`src/hdl/sfrg_pkg.sv`:
```
// shared types, constants and ramp step functions for the fade ramp generator
// no dependencies
package sfrg_pkg;

   localparam int LEVEL_W     = 16;
   localparam int STEP_W      = 16;
   localparam int SCALE       = 1000;
   localparam int SCALE_W     = 10;
   localparam int NUM_W       = STEP_W + SCALE_W;
   localparam int TICK_RATE_DEF = 1000;

   localparam logic [15:0] MS_MIN = 16'd20;

   localparam logic [2:0] REG_CHANNEL    = 3'd0;
   localparam logic [2:0] REG_CONTROLLER = 3'd1;
   localparam logic [2:0] REG_START      = 3'd2;
   localparam logic [2:0] REG_HOLD       = 3'd3;
   localparam logic [2:0] REG_END        = 3'd4;
   localparam logic [2:0] REG_FADE_IN    = 3'd5;
   localparam logic [2:0] REG_FADE_OUT   = 3'd6;

   localparam logic OP_TICK   = 1'b0;
   localparam logic OP_SWITCH = 1'b1;

   localparam logic [15:0] SW_RELEASE = 16'd0;
   localparam logic [15:0] SW_PRESS   = 16'd1;

   localparam logic [1:0] PH_IN   = 2'd0;
   localparam logic [1:0] PH_FALL = 2'd1;
   localparam logic [1:0] PH_RISE = 2'd2;

   typedef struct packed {
      logic                start;
   } div_ctl_type;

   typedef struct packed {
      logic                busy;
      logic                done;
      logic [STEP_W-1:0]   quot;
   } div_sts_type;

   typedef struct packed {
      logic [LEVEL_W-1:0]  level;
      logic [6:0]          value;
      logic                done;
   } tick_res_type;

   function automatic tick_res_type rise_tick(logic [LEVEL_W-1:0] level,
                                              logic [STEP_W-1:0] step,
                                              logic [6:0] target);
      tick_res_type r;
      logic [LEVEL_W-1:0] sum;
      logic [LEVEL_W-1:0] t14;
      t14 = {2'b00, target, 7'b0};
      sum = level + step;
      r.level = sum;
      if (sum < t14) begin
         r.value = sum[13:7];
         r.done  = 1'b0;
      end else begin
         r.value = target;
         r.done  = 1'b1;
      end
      return r;
   endfunction

   function automatic tick_res_type fall_tick(logic [LEVEL_W-1:0] level,
                                              logic [STEP_W-1:0] step,
                                              logic [6:0] target);
      tick_res_type r;
      logic [LEVEL_W-1:0] nv;
      logic [LEVEL_W-1:0] t14;
      t14 = {2'b00, target, 7'b0};
      nv = level - step;
      r.level = level;
      r.value = target;
      r.done  = 1'b1;
      if (step <= level) begin
         r.level = nv;
         if (nv > t14 && step < nv && nv[13:7] != target) begin
            r.value = nv[13:7];
            r.done  = 1'b0;
         end
      end
      return r;
   endfunction

endpackage

```
`src/hdl/switch_fade_ramp_generator_core.sv`:
```
// switch driven control change fade ramp, top level with sequencer and state
// depends on sfrg_pkg and sfrg_div
//
// req channel: req_operation selects a tick (0) or a switch write (1) with
// req_switch_value; an item is taken when req_valid is high and req_stall low.
// rsp channel: one control change (channel, controller, value) per tick that
// emits; it sits in an output register until taken (rsp_valid, not rsp_stall).
// csr channel: register writes by index, taken when csr_valid and csr_ready.
// a taken tick's item appears on rsp in the next cycle; a tick can be taken
// every cycle while the output register drains and no register write waits.
// a release that needs a new step and every register write to indexes 0 to 6
// run the shared serial divider; a register write derives the rise step and
// then the fall step, a release only the fall step.
// meanwhile req_stall is high and csr_ready low.
// reset is synchronous: control registers and ramp state go to zero, rsp data
// registers are not. while rsp_stall holds a pending item, req_stall stays high.
module switch_fade_ramp_generator_core #(
   parameter int TICK_RATE = sfrg_pkg::TICK_RATE_DEF
) (
   input  logic        clock,
   input  logic        reset,
   input  logic        req_valid,
   output logic        req_stall,
   input  logic        req_operation,
   input  logic [15:0] req_switch_value,
   output logic        rsp_valid,
   input  logic        rsp_stall,
   output logic [3:0]  rsp_out_channel,
   output logic [6:0]  rsp_out_controller,
   output logic [6:0]  rsp_out_value,
   input  logic        csr_valid,
   output logic        csr_ready,
   input  logic [2:0]  csr_index,
   input  logic [15:0] csr_data
);
   import sfrg_pkg::*;

   localparam int DEN_W = STEP_W + $clog2(TICK_RATE + 1);

   localparam logic [2:0] S_IDLE  = 3'd0;
   localparam logic [2:0] S_LR    = 3'd1;
   localparam logic [2:0] S_WR    = 3'd2;
   localparam logic [2:0] S_LF    = 3'd3;
   localparam logic [2:0] S_WF    = 3'd4;
   localparam logic [2:0] S_LREL  = 3'd5;
   localparam logic [2:0] S_WREL  = 3'd6;

   logic [2:0]  state_ff, state_in;
   logic [3:0]  chan_ff, chan_in;
   logic [6:0]  ctrl_ff, ctrl_in;
   logic [6:0]  start_ff, start_in;
   logic [6:0]  hold_ff, hold_in;
   logic [6:0]  end_ff, end_in;
   logic [15:0] fade_in_ff, fade_in_in;
   logic [15:0] fade_out_ff, fade_out_in;
   logic [LEVEL_W-1:0] level_ff, level_in;
   logic [STEP_W-1:0]  rise_step_ff, rise_step_in;
   logic [STEP_W-1:0]  fall_step_ff, fall_step_in;
   logic [1:0]  phase_ff, phase_in;
   logic        rise_act_ff, rise_act_in;
   logic        fall_act_ff, fall_act_in;
   logic [15:0] last_sw_ff, last_sw_in;
   logic        rsp_valid_ff, rsp_valid_in;
   logic [3:0]  rsp_chan_ff, rsp_chan_in;
   logic [6:0]  rsp_ctrl_ff, rsp_ctrl_in;
   logic [6:0]  rsp_value_ff, rsp_value_in;

   div_ctl_type        div_ctl;
   div_sts_type        div_sts;
   logic [NUM_W-1:0]   div_num;
   logic [DEN_W-1:0]   div_den;
   logic [LEVEL_W-1:0] delta;
   logic [15:0]        ms_sel;
   logic [LEVEL_W-1:0] s14, h14, e14;
   logic [STEP_W-1:0]  step_sel;
   logic [6:0]         tgt_sel;
   tick_res_type       tr_up, tr_dn, tr;
   logic               req_take;
   logic               emit;
   logic [6:0]         emit_value;

   assign s14 = {2'b00, start_ff, 7'b0};
   assign h14 = {2'b00, hold_ff, 7'b0};
   assign e14 = {2'b00, end_ff, 7'b0};

   assign csr_ready = (state_ff == S_IDLE);
   assign req_stall = (state_ff != S_IDLE) || (rsp_valid_ff && rsp_stall) || csr_valid;
   assign req_take  = req_valid && !req_stall;

   // divider operands
   always_comb begin
      case (state_ff)
         S_LR: begin
            delta  = (s14 > h14) ? (s14 - h14) : (h14 - s14);
            ms_sel = fade_in_ff;
         end
         S_LF: begin
            delta  = (e14 > h14) ? (e14 - h14) : (h14 - e14);
            ms_sel = fade_out_ff;
         end
         S_LREL: begin
            delta  = (e14 > level_ff) ? (e14 - level_ff) : (level_ff - e14);
            ms_sel = fade_out_ff;
         end
         default: begin
            delta  = '0;
            ms_sel = fade_out_ff;
         end
      endcase
      div_num = NUM_W'(delta) * NUM_W'(SCALE);
      div_den = DEN_W'(ms_sel) * DEN_W'(TICK_RATE);
   end

   // one ramp step
   always_comb begin
      step_sel = (phase_ff == PH_IN) ? rise_step_ff : fall_step_ff;
      tgt_sel  = (phase_ff == PH_IN) ? hold_ff : end_ff;
      tr_up    = rise_tick(level_ff, step_sel, tgt_sel);
      tr_dn    = fall_tick(level_ff, step_sel, tgt_sel);
      if (phase_ff == PH_IN)
         tr = (start_ff < hold_ff) ? tr_up : tr_dn;
      else
         tr = (phase_ff == PH_RISE) ? tr_up : tr_dn;
   end

   always_comb begin
      state_in     = state_ff;
      chan_in      = chan_ff;
      ctrl_in      = ctrl_ff;
      start_in     = start_ff;
      hold_in      = hold_ff;
      end_in       = end_ff;
      fade_in_in   = fade_in_ff;
      fade_out_in  = fade_out_ff;
      level_in     = level_ff;
      rise_step_in = rise_step_ff;
      fall_step_in = fall_step_ff;
      phase_in     = phase_ff;
      rise_act_in  = rise_act_ff;
      fall_act_in  = fall_act_ff;
      last_sw_in   = last_sw_ff;
      rsp_valid_in = rsp_valid_ff && rsp_stall;
      rsp_chan_in  = rsp_chan_ff;
      rsp_ctrl_in  = rsp_ctrl_ff;
      rsp_value_in = rsp_value_ff;
      div_ctl.start = 1'b0;
      emit         = 1'b0;
      emit_value   = tr.value;

      case (state_ff)
         S_IDLE: begin
            if (csr_valid) begin
               state_in = S_LR;
               case (csr_index)
                  REG_CHANNEL:    chan_in     = csr_data[3:0];
                  REG_CONTROLLER: ctrl_in     = csr_data[6:0];
                  REG_START:      start_in    = csr_data[6:0];
                  REG_HOLD:       hold_in     = csr_data[6:0];
                  REG_END:        end_in      = csr_data[6:0];
                  REG_FADE_IN:    fade_in_in  = csr_data;
                  REG_FADE_OUT:   fade_out_in = csr_data;
                  default:        state_in    = S_IDLE;
               endcase
            end else if (req_take) begin
               if (req_operation == OP_SWITCH) begin
                  if (req_switch_value != last_sw_ff) begin
                     last_sw_in = req_switch_value;
                     if (req_switch_value == SW_PRESS) begin
                        phase_in    = PH_IN;
                        rise_act_in = 1'b1;
                        fall_act_in = 1'b0;
                        level_in    = s14;
                     end else if (req_switch_value == SW_RELEASE) begin
                        if (fade_out_ff >= MS_MIN && end_ff != hold_ff) begin
                           if (e14 < level_ff && phase_ff != PH_FALL) begin
                              phase_in = PH_FALL;
                              state_in = S_LREL;
                           end
                           if (e14 > level_ff && phase_ff != PH_RISE) begin
                              phase_in = PH_RISE;
                              state_in = S_LREL;
                           end
                        end else begin
                           phase_in = PH_FALL;
                        end
                        rise_act_in = 1'b0;
                        fall_act_in = 1'b1;
                     end
                  end
               end else begin
                  if (phase_ff == PH_IN) begin
                     if (rise_act_ff) begin
                        if (fade_in_ff < MS_MIN) begin
                           level_in    = h14;
                           rise_act_in = 1'b0;
                           emit        = 1'b1;
                           emit_value  = hold_ff;
                        end else if (start_ff != hold_ff) begin
                           emit = 1'b1;
                           if (tr.done) begin
                              level_in    = h14;
                              rise_act_in = 1'b0;
                           end else begin
                              level_in = tr.level;
                           end
                        end
                     end
                  end else if (phase_ff == PH_FALL || phase_ff == PH_RISE) begin
                     if (fall_act_ff) begin
                        if (fade_out_ff < MS_MIN) begin
                           fall_act_in = 1'b0;
                           emit        = 1'b1;
                           emit_value  = end_ff;
                        end else begin
                           emit     = 1'b1;
                           level_in = tr.level;
                           if (tr.done)
                              fall_act_in = 1'b0;
                        end
                     end
                  end
               end
            end
         end
         S_LR: begin
            div_ctl.start = 1'b1;
            state_in      = S_WR;
         end
         S_WR: begin
            if (div_sts.done) begin
               rise_step_in = (fade_in_ff >= MS_MIN) ? div_sts.quot : '0;
               state_in     = S_LF;
            end
         end
         S_LF: begin
            div_ctl.start = 1'b1;
            state_in      = S_WF;
         end
         S_WF: begin
            if (div_sts.done) begin
               fall_step_in = (fade_out_ff >= MS_MIN && end_ff != hold_ff) ?
                              div_sts.quot : '0;
               state_in     = S_IDLE;
            end
         end
         S_LREL: begin
            div_ctl.start = 1'b1;
            state_in      = S_WREL;
         end
         S_WREL: begin
            if (div_sts.done) begin
               fall_step_in = div_sts.quot;
               state_in     = S_IDLE;
            end
         end
         default: state_in = S_IDLE;
      endcase

      if (emit) begin
         rsp_valid_in = 1'b1;
         rsp_chan_in  = chan_ff;
         rsp_ctrl_in  = ctrl_ff;
         rsp_value_in = emit_value;
      end
   end

   sfrg_div #(
      .NUM_W (NUM_W),
      .DEN_W (DEN_W)
   ) u_div (
      .clock (clock),
      .reset (reset),
      .ctl   (div_ctl),
      .num   (div_num),
      .den   (div_den),
      .sts   (div_sts)
   );

   always_ff @(posedge clock) begin
      rsp_chan_ff  <= rsp_chan_in;
      rsp_ctrl_ff  <= rsp_ctrl_in;
      rsp_value_ff <= rsp_value_in;
      if (reset) begin
         state_ff     <= S_IDLE;
         chan_ff      <= '0;
         ctrl_ff      <= '0;
         start_ff     <= '0;
         hold_ff      <= '0;
         end_ff       <= '0;
         fade_in_ff   <= '0;
         fade_out_ff  <= '0;
         level_ff     <= '0;
         rise_step_ff <= '0;
         fall_step_ff <= '0;
         phase_ff     <= PH_IN;
         rise_act_ff  <= 1'b0;
         fall_act_ff  <= 1'b0;
         last_sw_ff   <= '0;
         rsp_valid_ff <= 1'b0;
      end else begin
         state_ff     <= state_in;
         chan_ff      <= chan_in;
         ctrl_ff      <= ctrl_in;
         start_ff     <= start_in;
         hold_ff      <= hold_in;
         end_ff       <= end_in;
         fade_in_ff   <= fade_in_in;
         fade_out_ff  <= fade_out_in;
         level_ff     <= level_in;
         rise_step_ff <= rise_step_in;
         fall_step_ff <= fall_step_in;
         phase_ff     <= phase_in;
         rise_act_ff  <= rise_act_in;
         fall_act_ff  <= fall_act_in;
         last_sw_ff   <= last_sw_in;
         rsp_valid_ff <= rsp_valid_in;
      end
   end

   assign rsp_valid          = rsp_valid_ff;
   assign rsp_out_channel    = rsp_chan_ff;
   assign rsp_out_controller = rsp_ctrl_ff;
   assign rsp_out_value      = rsp_value_ff;

endmodule

```
`src/hdl/sfrg_div.sv`:
```
// serial restoring divider, one quotient bit per cycle
// depends on sfrg_pkg
module sfrg_div #(
   parameter int NUM_W = sfrg_pkg::NUM_W,
   parameter int DEN_W = sfrg_pkg::NUM_W
) (
   input  logic                     clock,
   input  logic                     reset,
   input  sfrg_pkg::div_ctl_type    ctl,
   input  logic [NUM_W-1:0]         num,
   input  logic [DEN_W-1:0]         den,
   output sfrg_pkg::div_sts_type    sts
);
   import sfrg_pkg::*;

   localparam int CNT_W = $clog2(NUM_W + 1);

   logic [DEN_W-1:0] rem_ff, rem_in;
   logic [NUM_W-1:0] quo_ff, quo_in;
   logic [DEN_W-1:0] den_ff, den_in;
   logic [CNT_W-1:0] cnt_ff, cnt_in;
   logic             busy_ff, busy_in;
   logic             done_ff, done_in;
   logic [DEN_W:0]   shifted;
   logic [DEN_W:0]   trial;

   always_comb begin
      rem_in  = rem_ff;
      quo_in  = quo_ff;
      den_in  = den_ff;
      cnt_in  = cnt_ff;
      busy_in = busy_ff;
      done_in = 1'b0;
      shifted = {rem_ff, quo_ff[NUM_W-1]};
      trial   = shifted - {1'b0, den_ff};
      if (ctl.start) begin
         rem_in  = '0;
         quo_in  = num;
         den_in  = den;
         cnt_in  = CNT_W'(NUM_W);
         busy_in = 1'b1;
      end else if (busy_ff) begin
         if (!trial[DEN_W]) begin
            rem_in = trial[DEN_W-1:0];
            quo_in = {quo_ff[NUM_W-2:0], 1'b1};
         end else begin
            rem_in = shifted[DEN_W-1:0];
            quo_in = {quo_ff[NUM_W-2:0], 1'b0};
         end
         cnt_in = cnt_ff - CNT_W'(1);
         if (cnt_ff == CNT_W'(1)) begin
            busy_in = 1'b0;
            done_in = 1'b1;
         end
      end
   end

   always_ff @(posedge clock) begin
      rem_ff <= rem_in;
      quo_ff <= quo_in;
      den_ff <= den_in;
      if (reset) begin
         cnt_ff  <= '0;
         busy_ff <= 1'b0;
         done_ff <= 1'b0;
      end else begin
         cnt_ff  <= cnt_in;
         busy_ff <= busy_in;
         done_ff <= done_in;
      end
   end

   assign sts.busy = busy_ff;
   assign sts.done = done_ff;
   assign sts.quot = quo_ff[STEP_W-1:0];

endmodule

```
`config.mk`:
```
export PLATFORM = sky130hd
export DESIGN_NAME = switch_fade_ramp_generator_core
export DESIGN_NICKNAME = d
export VERILOG_FILES = /design/src/hdl/sfrg_pkg.sv /design/src/hdl/switch_fade_ramp_generator_core.sv /design/src/hdl/sfrg_div.sv
export SDC_FILE = /design/constraint.sdc
export NUM_CORES = 1
export LEC_CHECK = 0
export BUFFER_PORTS_ARGS = -buffer_cell sky130_fd_sc_hd__buf_2
export CORE_MARGIN = 2
export CORE_UTILIZATION = 25
export DETAILED_ROUTE_END_ITERATION = 8
export SETUP_SLACK_MARGIN = 0.2
export SLEW_MARGIN = 40
export SYNTH_ARGS = -nofsm -noshare
export SYNTH_HDL_FRONTEND = slang
export SYNTH_SLANG_ARGS = --single-unit
```
`constraint.sdc`:
```
create_clock -name clock -period 7.3 [get_ports clock]
set_clock_uncertainty 0.05 [all_clocks]
set_input_delay 0.73 -clock clock [delete_from_list [all_inputs] [get_ports clock]]
set_output_delay 0.73 -clock clock [all_outputs]
set_load 0.03 [all_outputs]
```
Yosys cells after proc, flatten, opt, wreduce, memory -nomap -nowiden
Cells that the tools add are included.
{ "classes": {"bitwise": 2, "mul": 2, "n_div": 0, "order_cmp": 13, "add_sub_neg": 10, "mux": 96, "eq_ne": 41, "reduce_logical": 43, "shifts": 0} }
{ "ops": {"columns": ["op", "count"], "rows": [
  ["$mux 16", 20],
  ["$mux 24", 4],
  ["$mux 26", 3],
  ["$mux 7", 11],
  ["$sub 14x14->15", 4],
  ["$pmux 16 s3", 1],
  ["$mul 16x7->23 const B", 2],
  ["$mux 1", 35],
  ["$mux 3", 11],
  ["$ge 16x5->1 const B", 2],
  ["$lt 16x5->1 const B", 2],
  ["$pmux 16 s2", 1],
  ["$gt 14x14->1", 2],
  ["$sub 27x26->27", 1],
  ["$reduce_and 3->1", 8],
  ["$ne 7x7->1", 3],
  ["$eq 3x3->1 const B", 6],
  ["$pmux 3 s6", 1],
  ["$add 16x16->16", 1],
  ["$eq 16x1->1 const B", 1],
  ["$gt 14x16->1", 1],
  ["$gt 16x14->1", 1],
  ["$le 16x16->1", 1],
  ["$logic_not 16->1", 1],
  ["other kinds (41)", 84]
]} }
{ "word_totals": {"latch_bits": 0, "romBits": 0, "register_bits": 236, "ramBits": 0, "wordCells": 234, "mem_count": 0, "inputBits": 41, "out_inout_bits": 21} }

Logic depth before layout (Yosys ltp)
Gate-level depths: netlist of run 1.
{ "logic_depth": {"word_depth": 18, "ltp_mapped": 30, "depth_no_buf": 30} }

Modules after synthesis
Synthesis of run 1 repeated with hierarchy kept, for this count alone.
{ "hier_totals": {"cells_unflattened": 2476, "hier_area_um2": 22227.6} }
{ "by_module_without_submodules": {"columns": ["module", "area_per_inst_um2", "instances", "seq_area_each_um2", "cells_each"], "rows": [
  ["switch_fade_ramp_generator_core", 17269.1, 1, 3263.1, 1992],
  ["sfrg_div", 4958.5, 1, 2222.1, 484]
]} }

Least setup slack after synthesis of run 1
OpenSTA, ideal clock, no wires.
{ "synth_path": {"path_type": "reg-to-reg", "from": "register hold_ff[1]", "to": "register u_div.quo_ff[21] (data pin)", "required_ps": 6993, "path_buffers": 0, "t_arrival_ps": 6704, "setup_slack_ps": 289, "synth_period_minus_slack_ps": 7011, "path_stages_with_launch": 27, "setup_ps": 257, "path_cell_list": "dfxtp_1 -> inv_1 -> fa_1 -> a21oi_1 -> o21bai_1 -> a21oi_1 -> o21ai_0 -> nand2_1 -> mux2i_1 -> xnor2_1 -> nor2_1 -> a211oi_1 -> inv_1 -> ha_1 -> inv_1 -> fa_1 -> fa_1 -> fa_1 -> inv_1 -> ha_1 -> and2_1 -> and3_1 -> a22oi_1 -> nand3_1 -> a31o_2 -> a211o_1 -> a32o_1"} }
{ "synth_via": {"elab_chain_cells": 5, "word_cells_on_any_way": 11, "cone_classes": "add/sub (4); mul (1); order compare (2); mux (4)"} }
{ "synth_rtl": {"columns": ["item", "line_no", "source"], "rows": [
  ["start: declaration", "switch_fade_ramp_generator_core.sv:52", "logic [6:0] hold_ff, hold_in;"],
  ["start signal: assignment", "switch_fade_ramp_generator_core.sv:305", "hold_ff <= hold_in;"],
  ["$sub 14x14->15, or another cell as far along", "switch_fade_ramp_generator_core.sv:98", "delta = (e14 > h14) ? (e14 - h14) : (h14 - e14);"],
  ["$mux 16 (on tied branches)", "switch_fade_ramp_generator_core.sv:98, switch_fade_ramp_generator_core.sv:94", null],
  ["$pmux 16 s3 *", "switch_fade_ramp_generator_core.sv:92", "case (state_ff)"],
  ["$mul 16x7->23 *", "switch_fade_ramp_generator_core.sv:110", "div_num = NUM_W'(delta) * NUM_W'(SCALE);"],
  ["$mux 26 *", "sfrg_div.sv:36", "if (ctl.start) begin"],
  ["net u_div.quo_in[21]", "sfrg_div.sv:19", "logic [NUM_W-1:0] quo_ff, quo_in;"],
  ["end signal: assignment", "sfrg_div.sv:60", "quo_ff <= quo_in;"],
  ["end: declaration", "sfrg_div.sv:19", null]
]} }
The timed path passes the listed nets; every way through them passes the cells marked *.
A chain may end at the register's enable or synchronous reset.

Worst setup path in the final report of run 1
{ "layout_path": {"from": "register end_ff[0]", "to": "register u_div.quo_ff[24] (data pin)"} }
{ "layout_via": {"elab_chain_cells": 5, "word_cells_on_any_way": 11, "cone_classes": "add/sub (4); mul (1); order compare (2); mux (4)"} }
{ "layout_rtl": {"columns": ["item", "line_no", "source"], "rows": [
  ["start: declaration", "switch_fade_ramp_generator_core.sv:53", "logic [6:0] end_ff, end_in;"],
  ["start signal: assignment", "switch_fade_ramp_generator_core.sv:306", "end_ff <= end_in;"],
  ["$sub 16x14->16, or another cell as far along", "switch_fade_ramp_generator_core.sv:102", "delta = (e14 > level_ff) ? (e14 - level_ff) : (level_ff - e14);"],
  ["$mux 16 (on tied branches)", "switch_fade_ramp_generator_core.sv:102, switch_fade_ramp_generator_core.sv:98", null],
  ["$pmux 16 s3 *", "switch_fade_ramp_generator_core.sv:92", null],
  ["$mul 16x7->23 *", "switch_fade_ramp_generator_core.sv:110", null],
  ["$mux 26 *", "sfrg_div.sv:36", null],
  ["net u_div.quo_in[24]", "sfrg_div.sv:19", null]
]} }
Marks and branches as above.

==> out/qor.yml, run 1 <==
status: "finished clean"
first_pass_iters: 6
dp.cells: 3621
path_class: "reg2reg"
stdcell_area_um2: 24500
placementRows: 107
slew_violations: 0
p_leak_nw: 10.9
powerDensity_nw_per_um2: 213
fmax_mhz: 146
totalWireLength_um: 58300
vias: 17500
yosysSeqAreaShare: 0.250
power_frac_seq: 0.324
postLayoutSetupSlackWorst_ns: 0.467
start_util: 0.252
crit_fanout: 6
synth_top_cell_area_share: 0.161
area_growth_syn_to_layout_pct: 14.4
fin_crit_sh: 0.936
synth_cell_types: 96
syn-instance-count: 2454
final_nets: 2920
drive_above_1_share: 0.106
synth_fp_nets: 2851
slew_headroom: 0.488
cp.required_ns: 7.54
pwr-share-clk: 0.285
fin_setup_tns_ns: 0
synth_enable_flop_cells: 64
synth_area_leader_cell: "dfxtp_1"
clk_pin_slew_ns: 0.07
ant_nets: 0
cts_sinks: 236
final_cells: 3690
hold_buffers: 0
grt_pass1_vias: 17300
drt-initial-drc-count: 958
synth_area_um2: 21400
clock_path_buffers: 3
arrival_ns: 7.08
avgSynthCellArea_um2: 8.73
routedWlPerCell_um: 15.8
min_period_ns: 6.83
grt_max_degree: 78
cts_tree: "done"
p_sw_mw: 1.96
cp-start-kind: "register"
io_pins: 62
grt-ovfl-total: 0
drv_cap: 0
comb_power_share: 0.391
core_um2: 85000
fp.dieH_um: 297
drc_errors: 0
synth_commonest_cells: "inv_1 (274), ha_1 (240), nor2_1 (220)"
internal_power_mw: 3.28
vias_per_cell: 4.75
htree_levels: 1
ys_async_sr_fraction: 0
synth_most_common_cell: "inv_1"
power.total_mw: 5.23
switching_share: 0.374
antenna_found_initial: 0
hold_viol_final: 0
diodes: 0
ys_ff_latch: 236
synth_ff_type: "dfxtp_1"
hp-class: "in2reg"
rsz0062_at_grt: "false"
port_buffers: 61
fp.dieW_um: 297
setup-violations-final: 0
dpl-instance-area_um2: 23200
hpwlAfterDp_um: 45300
end_kind: "register"
insertion_delay_ns: 0.60
cts_buffers: 29
ys.warnings.count: 0
grt_pass1_wl_um: 93900
die_area_um2: 88100
dp_slack_ns: 0.132
clock-root-buffer: "clkbuf_16"
routabilityCongestion: 0.966
synth.area.top_cells: "dfxtp_1 (16%), ha_1 (14%), fa_1 (11%), edfxtp_1 (9.0%), mux2i_1 (7.0%)"
worstMarginPinSlew_ns: 0.768
ir_drop_v: 0.000144
grt_usage: 0.129
[cells by family (layout without fill, tap and decap cells)]
kind of cell | Yosys count | after routing | share of synthesized area
AND/OR/NAND/NOR | 675 | 675 | 0.148
AO/OA/AOI/OAI | 529 | 530 | 0.160
buffers and inverters | 373 | 464 | 0.0671
adder cells (fa/ha/maj) | 356 | 356 | 0.248
flip-flops | 236 | 236 | 0.250
multiplexers | 161 | 161 | 0.0758
XOR/XNOR | 124 | 124 | 0.0507
[path summary, 6_finish.rpt]
check,slack [ns],endpoint,startpoint,depth (start not counted)
worst min-delay path,0.33,rsp_valid,rsp_stall,3
worst max register to register,0.47,u_div.quo_ff[24],end_ff[0],25
worst min register to register,0.38,rsp_out_controller[5],ctrl_ff[5],0
worst max-delay path,0.47,u_div.quo_ff[24],end_ff[0],25
[sequential cells by signal, summed over array words and instances, names as in the netlist, 7 cells and up]
name                count
rsp_out_controller      7
u_div.den_ff           23
fall_step_ff           16
fade_out_ff            16
rsp_out_value           7
end_ff                  7
ctrl_ff                 7
fade_in_ff             16
u_div.quo_ff           26
start_ff                7
u_div.rem_ff           26
last_sw_ff             16
level_ff               16
rise_step_ff           16
hold_ff                 7
[through the flow]
| step | hold WS (ns) | util |
|---|---|---|
| floorplan | 0.358 | - |
| global placement | 0.363 | 0.273 |
| detailed placement | 0.368 | 0.273 |
| CTS | 0.307 | 0.285 |
| global route | 0.348 | 0.288 |
| finish | 0.333 | 0.288 |
[power groups by stage]
| stage | Sequential (mW) | Clock (mW) | Combinational, mW |
|---|---|---|---|
| finish | 1.69 | 1.49 | 2.05 |
| CTS | 1.69 | 1.53 | 2.02 |
| global route | 1.72 | 1.58 | 2.31 |
| floorplan | 1.67 | 0 | 1.55 |
| global placement | 1.72 | 0 | 1.99 |
| detailed placement | 1.72 | 0 | 2.00 |
[cell usage in the layout, fill, tap and decap left out, types with 71 or more instances in the layout]
master   Yosys  layout
inv_1      274     273
xnor2_1     75      75
nand2_1    188     188
nor2_1     220     218
buf_4        4      71
ha_1       240     236
a21oi_1    147     142
o21ai_0    118     114
fa_1       116     115
mux2i_1    150     149
dfxtp_1    172     165
[area by class of cell]
cell class / instances / area [um^2]
Clock buffer: 35 / 758
Clock inverter: 19 / 215
Fill cell: 9015 / 60500
Inverter: 277 / 1040
Multi-Input combinational cell: 1846 / 14800
Sequential cell: 236 / 5380
Tap cell: 1144 / 1430
Timing Repair Buffer: 133 / 856
[critical path: stages, from the launching register on]
cell and delay [ns]:
dfxtp_4 0.38, inv_1 0.07, ha_1 0.14, inv_1 0.06, fa_2 0.34, a21o_1 0.20
a21oi_2 0.15, nor2_1 0.08, o311a_4 0.40, mux2i_1 0.15, a221o_1 0.38, xor2_1 0.16
nand2_1 0.07, and3_4 0.21, fa_1 0.56, fa_1 0.44, fa_1 0.54, fa_1 0.53
inv_1 0.04, ha_2 0.19, or3_4 0.40, a211oi_4 0.29, o31ai_4 0.11, o41ai_2 0.31
xor2_1 0.20, o21ai_1 0.08
[metal layers]
metal	part of all wire	up-vias	routed length, um	track usage
met5	0	-	0	0
li1	-	8657	-	-
met3	0.042	101	2460	0.0164
met1	0.46	8363	26700	0.171
met2	0.47	401	27300	0.219
met4	0.030	0	1770	0.0400
[timing repair]
item                                    4_1_cts  5_1_grt
endpoints found under the setup margin        5        8
cloned                                        0        1
gates resized for setup                       4       44
buffers inserted                              0       14
pin swaps                                     0       13
No activity file was read; power rests on OpenSTA's default activity.
==> run 2: changes to the inputs <==
--- a/config.mk
+++ b/config.mk
@@ -8,6 +8,7 @@
 export BUFFER_PORTS_ARGS = -buffer_cell sky130_fd_sc_hd__buf_2
 export CORE_MARGIN = 2
 export CORE_UTILIZATION = 25
+export CTS_BUF_LIST = sky130_fd_sc_hd__clkbuf_4 sky130_fd_sc_hd__clkbuf_8 sky130_fd_sc_hd__clkbuf_16
 export DETAILED_ROUTE_END_ITERATION = 8
 export SETUP_SLACK_MARGIN = 0.2
 export SLEW_MARGIN = 40
==> run 2 against run 1 <==
Compared with the run above:
- non-clock buffer count is the same
- maximum frequency grew 0.14%
- clock power is essentially flat
- critical endpoint unchanged
==> out/qor.yml, run 2 (same netlist as run 1, synthesis figures left out) <==
r2r_end: "u_div.quo_ff[24]"
grt_pass1_wl_um: 93800  # -0.12%
crit_family: "adder cells"
core_um2: 85000  # unchanged
end_kind: "register"
drv_cap: 0  # unchanged
area_growth_syn_to_layout_pct: 14.5  # about the same
cp.required_ns: 7.55  # about the same
hp-class: "in2reg"
totalWireLength_um: 58200  # about the same
grt_max_degree: 78  # unchanged
path_buf_inv: 3  # unchanged
fmax_mhz: 147  # +0.14%
fp.dieW_um: 297  # unchanged
crit_top_cell: "fa_1"
port_buffers: 61  # unchanged
r2r_start: "end_ff[0]"
reg_top3: "u_div.quo_ff x26, u_div.rem_ff x26, u_div.den_ff x23"
first_pass_iters: 7  # +1
fin_setup_tns_ns: 0  # unchanged
slew_headroom: 0.483  # -0.00486
worstSetupStartpoint: "end_ff[0]"
clock-root-buffer: "clkbuf_16"
fp.dieH_um: 297  # unchanged
hold_slack_ns: 0.333  # -0.000486 ns
start_util: 0.252  # unchanged
drt-initial-drc-count: 1006  # +5.0%
r2r_setup_slack_ns: 0.48  # about the same
p_leak_nw: 11.0  # +0.16%
cts_tree: "done"
setup-violations-final: 0  # unchanged
worstMarginPinSlew_ns: 0.775  # +0.00730 ns
ir_drop_v: 0.000143  # -0.39%
reg2reg_depth: 25  # unchanged
final_nets: 2920  # unchanged
drive_above_1_share: 0.108  # +0.00196
crit_fanout: 6  # unchanged
vias: 17600  # +0.25%
path_class: "reg2reg"
layout_commonest_cell: "inv_1"
htree_levels: 1  # unchanged
cts_sinks: 236  # unchanged
clk_pin_slew_ns: 0.07  # about the same
drc_errors: 0  # unchanged
grt_pass1_vias: 17300  # -0.17%
critPathSlowestCell: "fa_1"
hold_viol_final: 0  # unchanged
vias_per_cell: 4.76  # +0.25%
io_pins: 62  # unchanged
crit_end: "u_div.quo_ff[24]"
placementRows: 107  # unchanged
cp.depth: 25  # unchanged
routabilityCongestion: 0.966  # unchanged
hold_buffers: 0  # unchanged
grt_usage: 0.129  # about the same
ant_nets: 0  # unchanged
clock_path_buffers: 3  # unchanged
hpwlAfterDp_um: 45300  # unchanged
diodes: 0  # unchanged
max_stage_delay_ns: 0.56  # about the same
die_area_um2: 88100  # unchanged
final_cell_mix: "inv_1 (273), ha_1 (236), nor2_1 (218)"
fin_crit_sh: 0.935  # -0.00134
dp.cells: 3621  # unchanged
routedWlPerCell_um: 15.8  # about the same
final_cells: 3690  # unchanged
powerDensity_nw_per_um2: 214  # +0.30%
min_period_ns: 6.82  # -0.00978 ns
slew_violations: 0  # unchanged
cp-start-kind: "register"
grt-ovfl-total: 0  # unchanged
arrival_ns: 7.07  # about the same
rsz0062_at_grt: "false"
cts_buffers: 29  # unchanged
status: "finished clean"
antenna_found_initial: 0  # unchanged
insertion_delay_ns: 0.60  # about the same
## run 2: area by class of cell
| type | instances | area [um^2] |
|---|---|---|
| Clock inverter | 19 | 215 |
| Sequential cell | 236 | 5380 |
| Multi-Input combinational cell | 1846 | 14800 |
| Inverter | 277 | 1040 |
| Tap cell | 1144 | 1430 |
| Clock buffer | 35 | 777 |
| Timing Repair Buffer | 133 | 856 |
| Fill cell | 9006 | 60500 |
## run 2: report_power, final
part,internal (mW),switching (mW),total (mW)
clock network,0.900,0.609,1.51
logic,0.833,1.22,2.05
registers,1.56,0.132,1.69
total,3.30,1.96,5.25
## run 2: worst min-delay path by stage
stage | end | cells after the start | from | slack, ns
6_report | rsp_valid | 3 | rsp_stall | 0.33
5_1_grt | rsp_valid | 3 | rsp_stall | 0.35
4_1_cts | rsp_valid | 3 | rsp_stall | 0.31
3_3_place_gp | rsp_out_channel[0] | 0 | chan_ff[0] | 0.36
2_1_floorplan | rsp_out_channel[0] | 0 | chan_ff[0] | 0.36
3_5_place_dp | rsp_out_controller[5] | 0 | ctrl_ff[5] | 0.37
## run 2: timing repair
item,in CTS,in global routing
gates cloned,0,1
pin swaps,0,13
resized for setup,4,44
setup endpoints to repair,5,8
buffers inserted,0,14
hold endpoints to repair,0,0
## run 2: worst min-delay path, cell delays in order
cell and delay, ns:
buf_2 0.09, a21oi_1 0.05, nor2_1 0.07
## run 2: per-stage QoR
step | power [mW] | setup WS (ns) | utilization | instance area (um^2)
4_1_cts | 5.26 | 0.201 | 0.285 | 24200
5_1_grt | 5.62 | 0.180 | 0.289 | 24500
3_5_place_dp | 3.73 | 0.132 | 0.273 | 23200
3_3_place_gp | 3.71 | 0.173 | 0.273 | 23200
2_1_floorplan | 3.22 | 0.289 | - | 21400
6_report | 5.25 | 0.477 | 0.289 | 24500
## run 2: metal layers
metal / global-route usage / up-vias / share of wire
met5: 0 / - / 0
met4: 0.0400 / 0 / 0.032
met3: 0.0164 / 114 / 0.045
met2: 0.219 / 432 / 0.47
met1: 0.171 / 8364 / 0.46
li1: - / 8655 / -
==> run 3: changes to the inputs <==
--- a/config.mk
+++ b/config.mk
@@ -6,10 +6,12 @@
 export NUM_CORES = 1
 export LEC_CHECK = 0
 export BUFFER_PORTS_ARGS = -buffer_cell sky130_fd_sc_hd__buf_2
-export CORE_MARGIN = 2
+export CELL_PAD_IN_SITES_DETAIL_PLACEMENT = 1
+export CELL_PAD_IN_SITES_GLOBAL_PLACEMENT = 2
 export CORE_UTILIZATION = 25
 export CTS_BUF_LIST = sky130_fd_sc_hd__clkbuf_4 sky130_fd_sc_hd__clkbuf_8 sky130_fd_sc_hd__clkbuf_16
 export DETAILED_ROUTE_END_ITERATION = 8
+export PLACE_DENSITY_LB_ADDON = 0.1
 export SETUP_SLACK_MARGIN = 0.2
 export SLEW_MARGIN = 40
 export SYNTH_ARGS = -nofsm -noshare
==> run 3 against run 2 <==
Compared with the run above:
- sequential share of layout area decreased by 0.40 points
- global-route usage up 4.5 points
- first-iteration DRC count is 38% lower
- critical path type unchanged
- die area down 1.3%
- core utilization is 0.51 points higher
==> out/qor.yml, run 3 (same netlist as run 1, synthesis figures left out) <==
status: "finished clean"
final_cell_mix: "inv_1 (273), ha_1 (235), nor2_1 (219)"
rsz0062_at_grt: "true"
die_area_um2: 86900  # -1.3%
hp-class: "in2reg"
slew_violations: 0  # unchanged
diodes: 0  # unchanged
routabilityCongestion: 0.841  # -13%
fmax_mhz: 146  # -0.20%
slew_headroom: 0.493  # +0.00995
placementRows: 107  # unchanged
ant_nets: 0  # unchanged
vias: 17800  # +1.2%
first_pass_iters: 8  # +1
cts_buffers: 35  # +21%
drt-initial-drc-count: 620  # -38%
hold_viol_final: 0  # unchanged
setup-violations-final: 0  # unchanged
grt_pass1_vias: 19000  # +9.8%
start_util: 0.252  # unchanged
vias_per_cell: 4.77  # +0.17%
postLayoutCoreUtil: 0.294  # +0.00514
totalWireLength_um: 75100  # +29%
clock-root-buffer: "clkbuf_16"
antenna_found_initial: 0  # unchanged
ir_drop_v: 0.000337  # +140%
grt-ovfl-total: 0  # unchanged
reg_top3: "u_div.quo_ff x26, u_div.rem_ff x26, u_div.den_ff x23"
power.total_mw: 5.62  # +7.0%
routedWlPerCell_um: 20.1  # +28%
grt_pass1_wl_um: 117000  # +25%
area_growth_syn_to_layout_pct: 16.6
fin_crit_sh: 0.937  # +0.00192
arrival_ns: 7.07  # about the same
io_pins: 62  # unchanged
fp.dieW_um: 295  # -0.67%
insertion_delay_ns: 0.57  # -0.03 ns
path_class: "reg2reg"
grt_max_degree: 75  # -3.8%
end_kind: "register"
fin_setup_tns_ns: 0  # unchanged
port_buffers: 61  # unchanged
core_um2: 85000  # unchanged
grt_usage: 0.175  # +0.0455
cts_sinks: 236  # unchanged
min_period_ns: 6.84  # +0.0140 ns
clk_pin_slew_ns: 0.06  # about the same
drv_cap: 0  # unchanged
fp.dieH_um: 295  # -0.67%
crit_fanout: 9  # +3
powerDensity_nw_per_um2: 225  # +5.1%
cp.required_ns: 7.53  # -0.02 ns
drive_above_1_share: 0.124  # +0.0154
htree_levels: 2  # +1
cts_tree: "done"
drc_errors: 0  # unchanged
final_nets: 2957  # +1.3%
cp-start-kind: "register"
worstMarginPinSlew_ns: 0.739  # -0.0361 ns
layout_commonest_cell: "inv_1"
hpwlAfterDp_um: 59500  # +31%
clock_path_buffers: 3  # unchanged
p_leak_nw: 11.2  # +2.2%
## run 3: path summary, 6_finish.rpt
kind / from / endpoint / slack [ns] / cells past startpoint
max: end_ff[0] / u_div.quo_ff[24] / 0.46 / 25
min reg2reg: ctrl_ff[1] / rsp_out_controller[1] / 0.38 / 0
min: rsp_stall / rsp_valid / 0.36 / 3
max reg2reg: end_ff[0] / u_div.quo_ff[24] / 0.46 / 25
## run 3: area by class of cell
type | instances | area, um^2
Sequential cell | 236 | 5370
Clock inverter | 14 | 139
Tap cell | 1144 | 1430
Multi-Input combinational cell | 1845 | 14900
Fill cell | 9939 | 60000
Timing Repair Buffer | 165 | 1110
Inverter | 277 | 1040
Clock buffer | 48 | 1030
## run 3: stage by stage
stage / hold WS, ns / cells / cell area, um^2 / setup slack (ns)
CTS: 0.316 / 3716 / 24700 / 0.214
finish: 0.358 / 3729 / 25000 / 0.463
global placement: 0.364 / 3652 / 23500 / 0.0537
global route: 0.372 / 3729 / 25000 / 0.163
floorplan: 0.358 / 2454 / 21400 / 0.289
detailed placement: 0.369 / 3653 / 23500 / 0.0259
## run 3: metal layers
layer / up-vias / part of all wire / track usage
met2: 192 / 0.46 / 0.288
met1: 8810 / 0.50 / 0.244
met3: 66 / 0.025 / 0.0198
li1: 8712 / - / -
met4: 0 / 0.016 / 0.0366
met5: - / 0 / 0
## run 3: power breakdown
part / total, mW / internal (mW) / switching (mW)
sequential: 1.70 / 1.56 / 0.137
combinational: 2.18 / 0.868 / 1.32
clock: 1.73 / 1.03 / 0.704
total: 5.62 / 3.46 / 2.16
## run 3: what timing repair did
action / CTS / global route
endpoints found under the setup margin: 4 / 11
setup buffers: 1 / 13
gates resized for setup: 7 / 36
pin swaps: 1 / 10
hold buffers: 0 / 0
## run 3: critical path, cell delays in order (launching register included)
cell      delay, ns
dfxtp_2        0.35
inv_1          0.08
ha_1           0.14
inv_1          0.06
fa_2           0.35
a21o_1         0.18
a21oi_1        0.17
nor2_1         0.07
o311a_4        0.37
mux2i_1        0.14
a221o_1        0.35
xor2_1         0.20
nand2_1        0.08
and3_4         0.21
fa_1           0.56
fa_1           0.46
fa_1           0.51
fa_1           0.52
inv_1          0.04
ha_1           0.22
or3_1          0.41
a211oi_2       0.22
o31ai_1        0.14
o41ai_1        0.39
xor2_1         0.18
o21ai_0        0.09
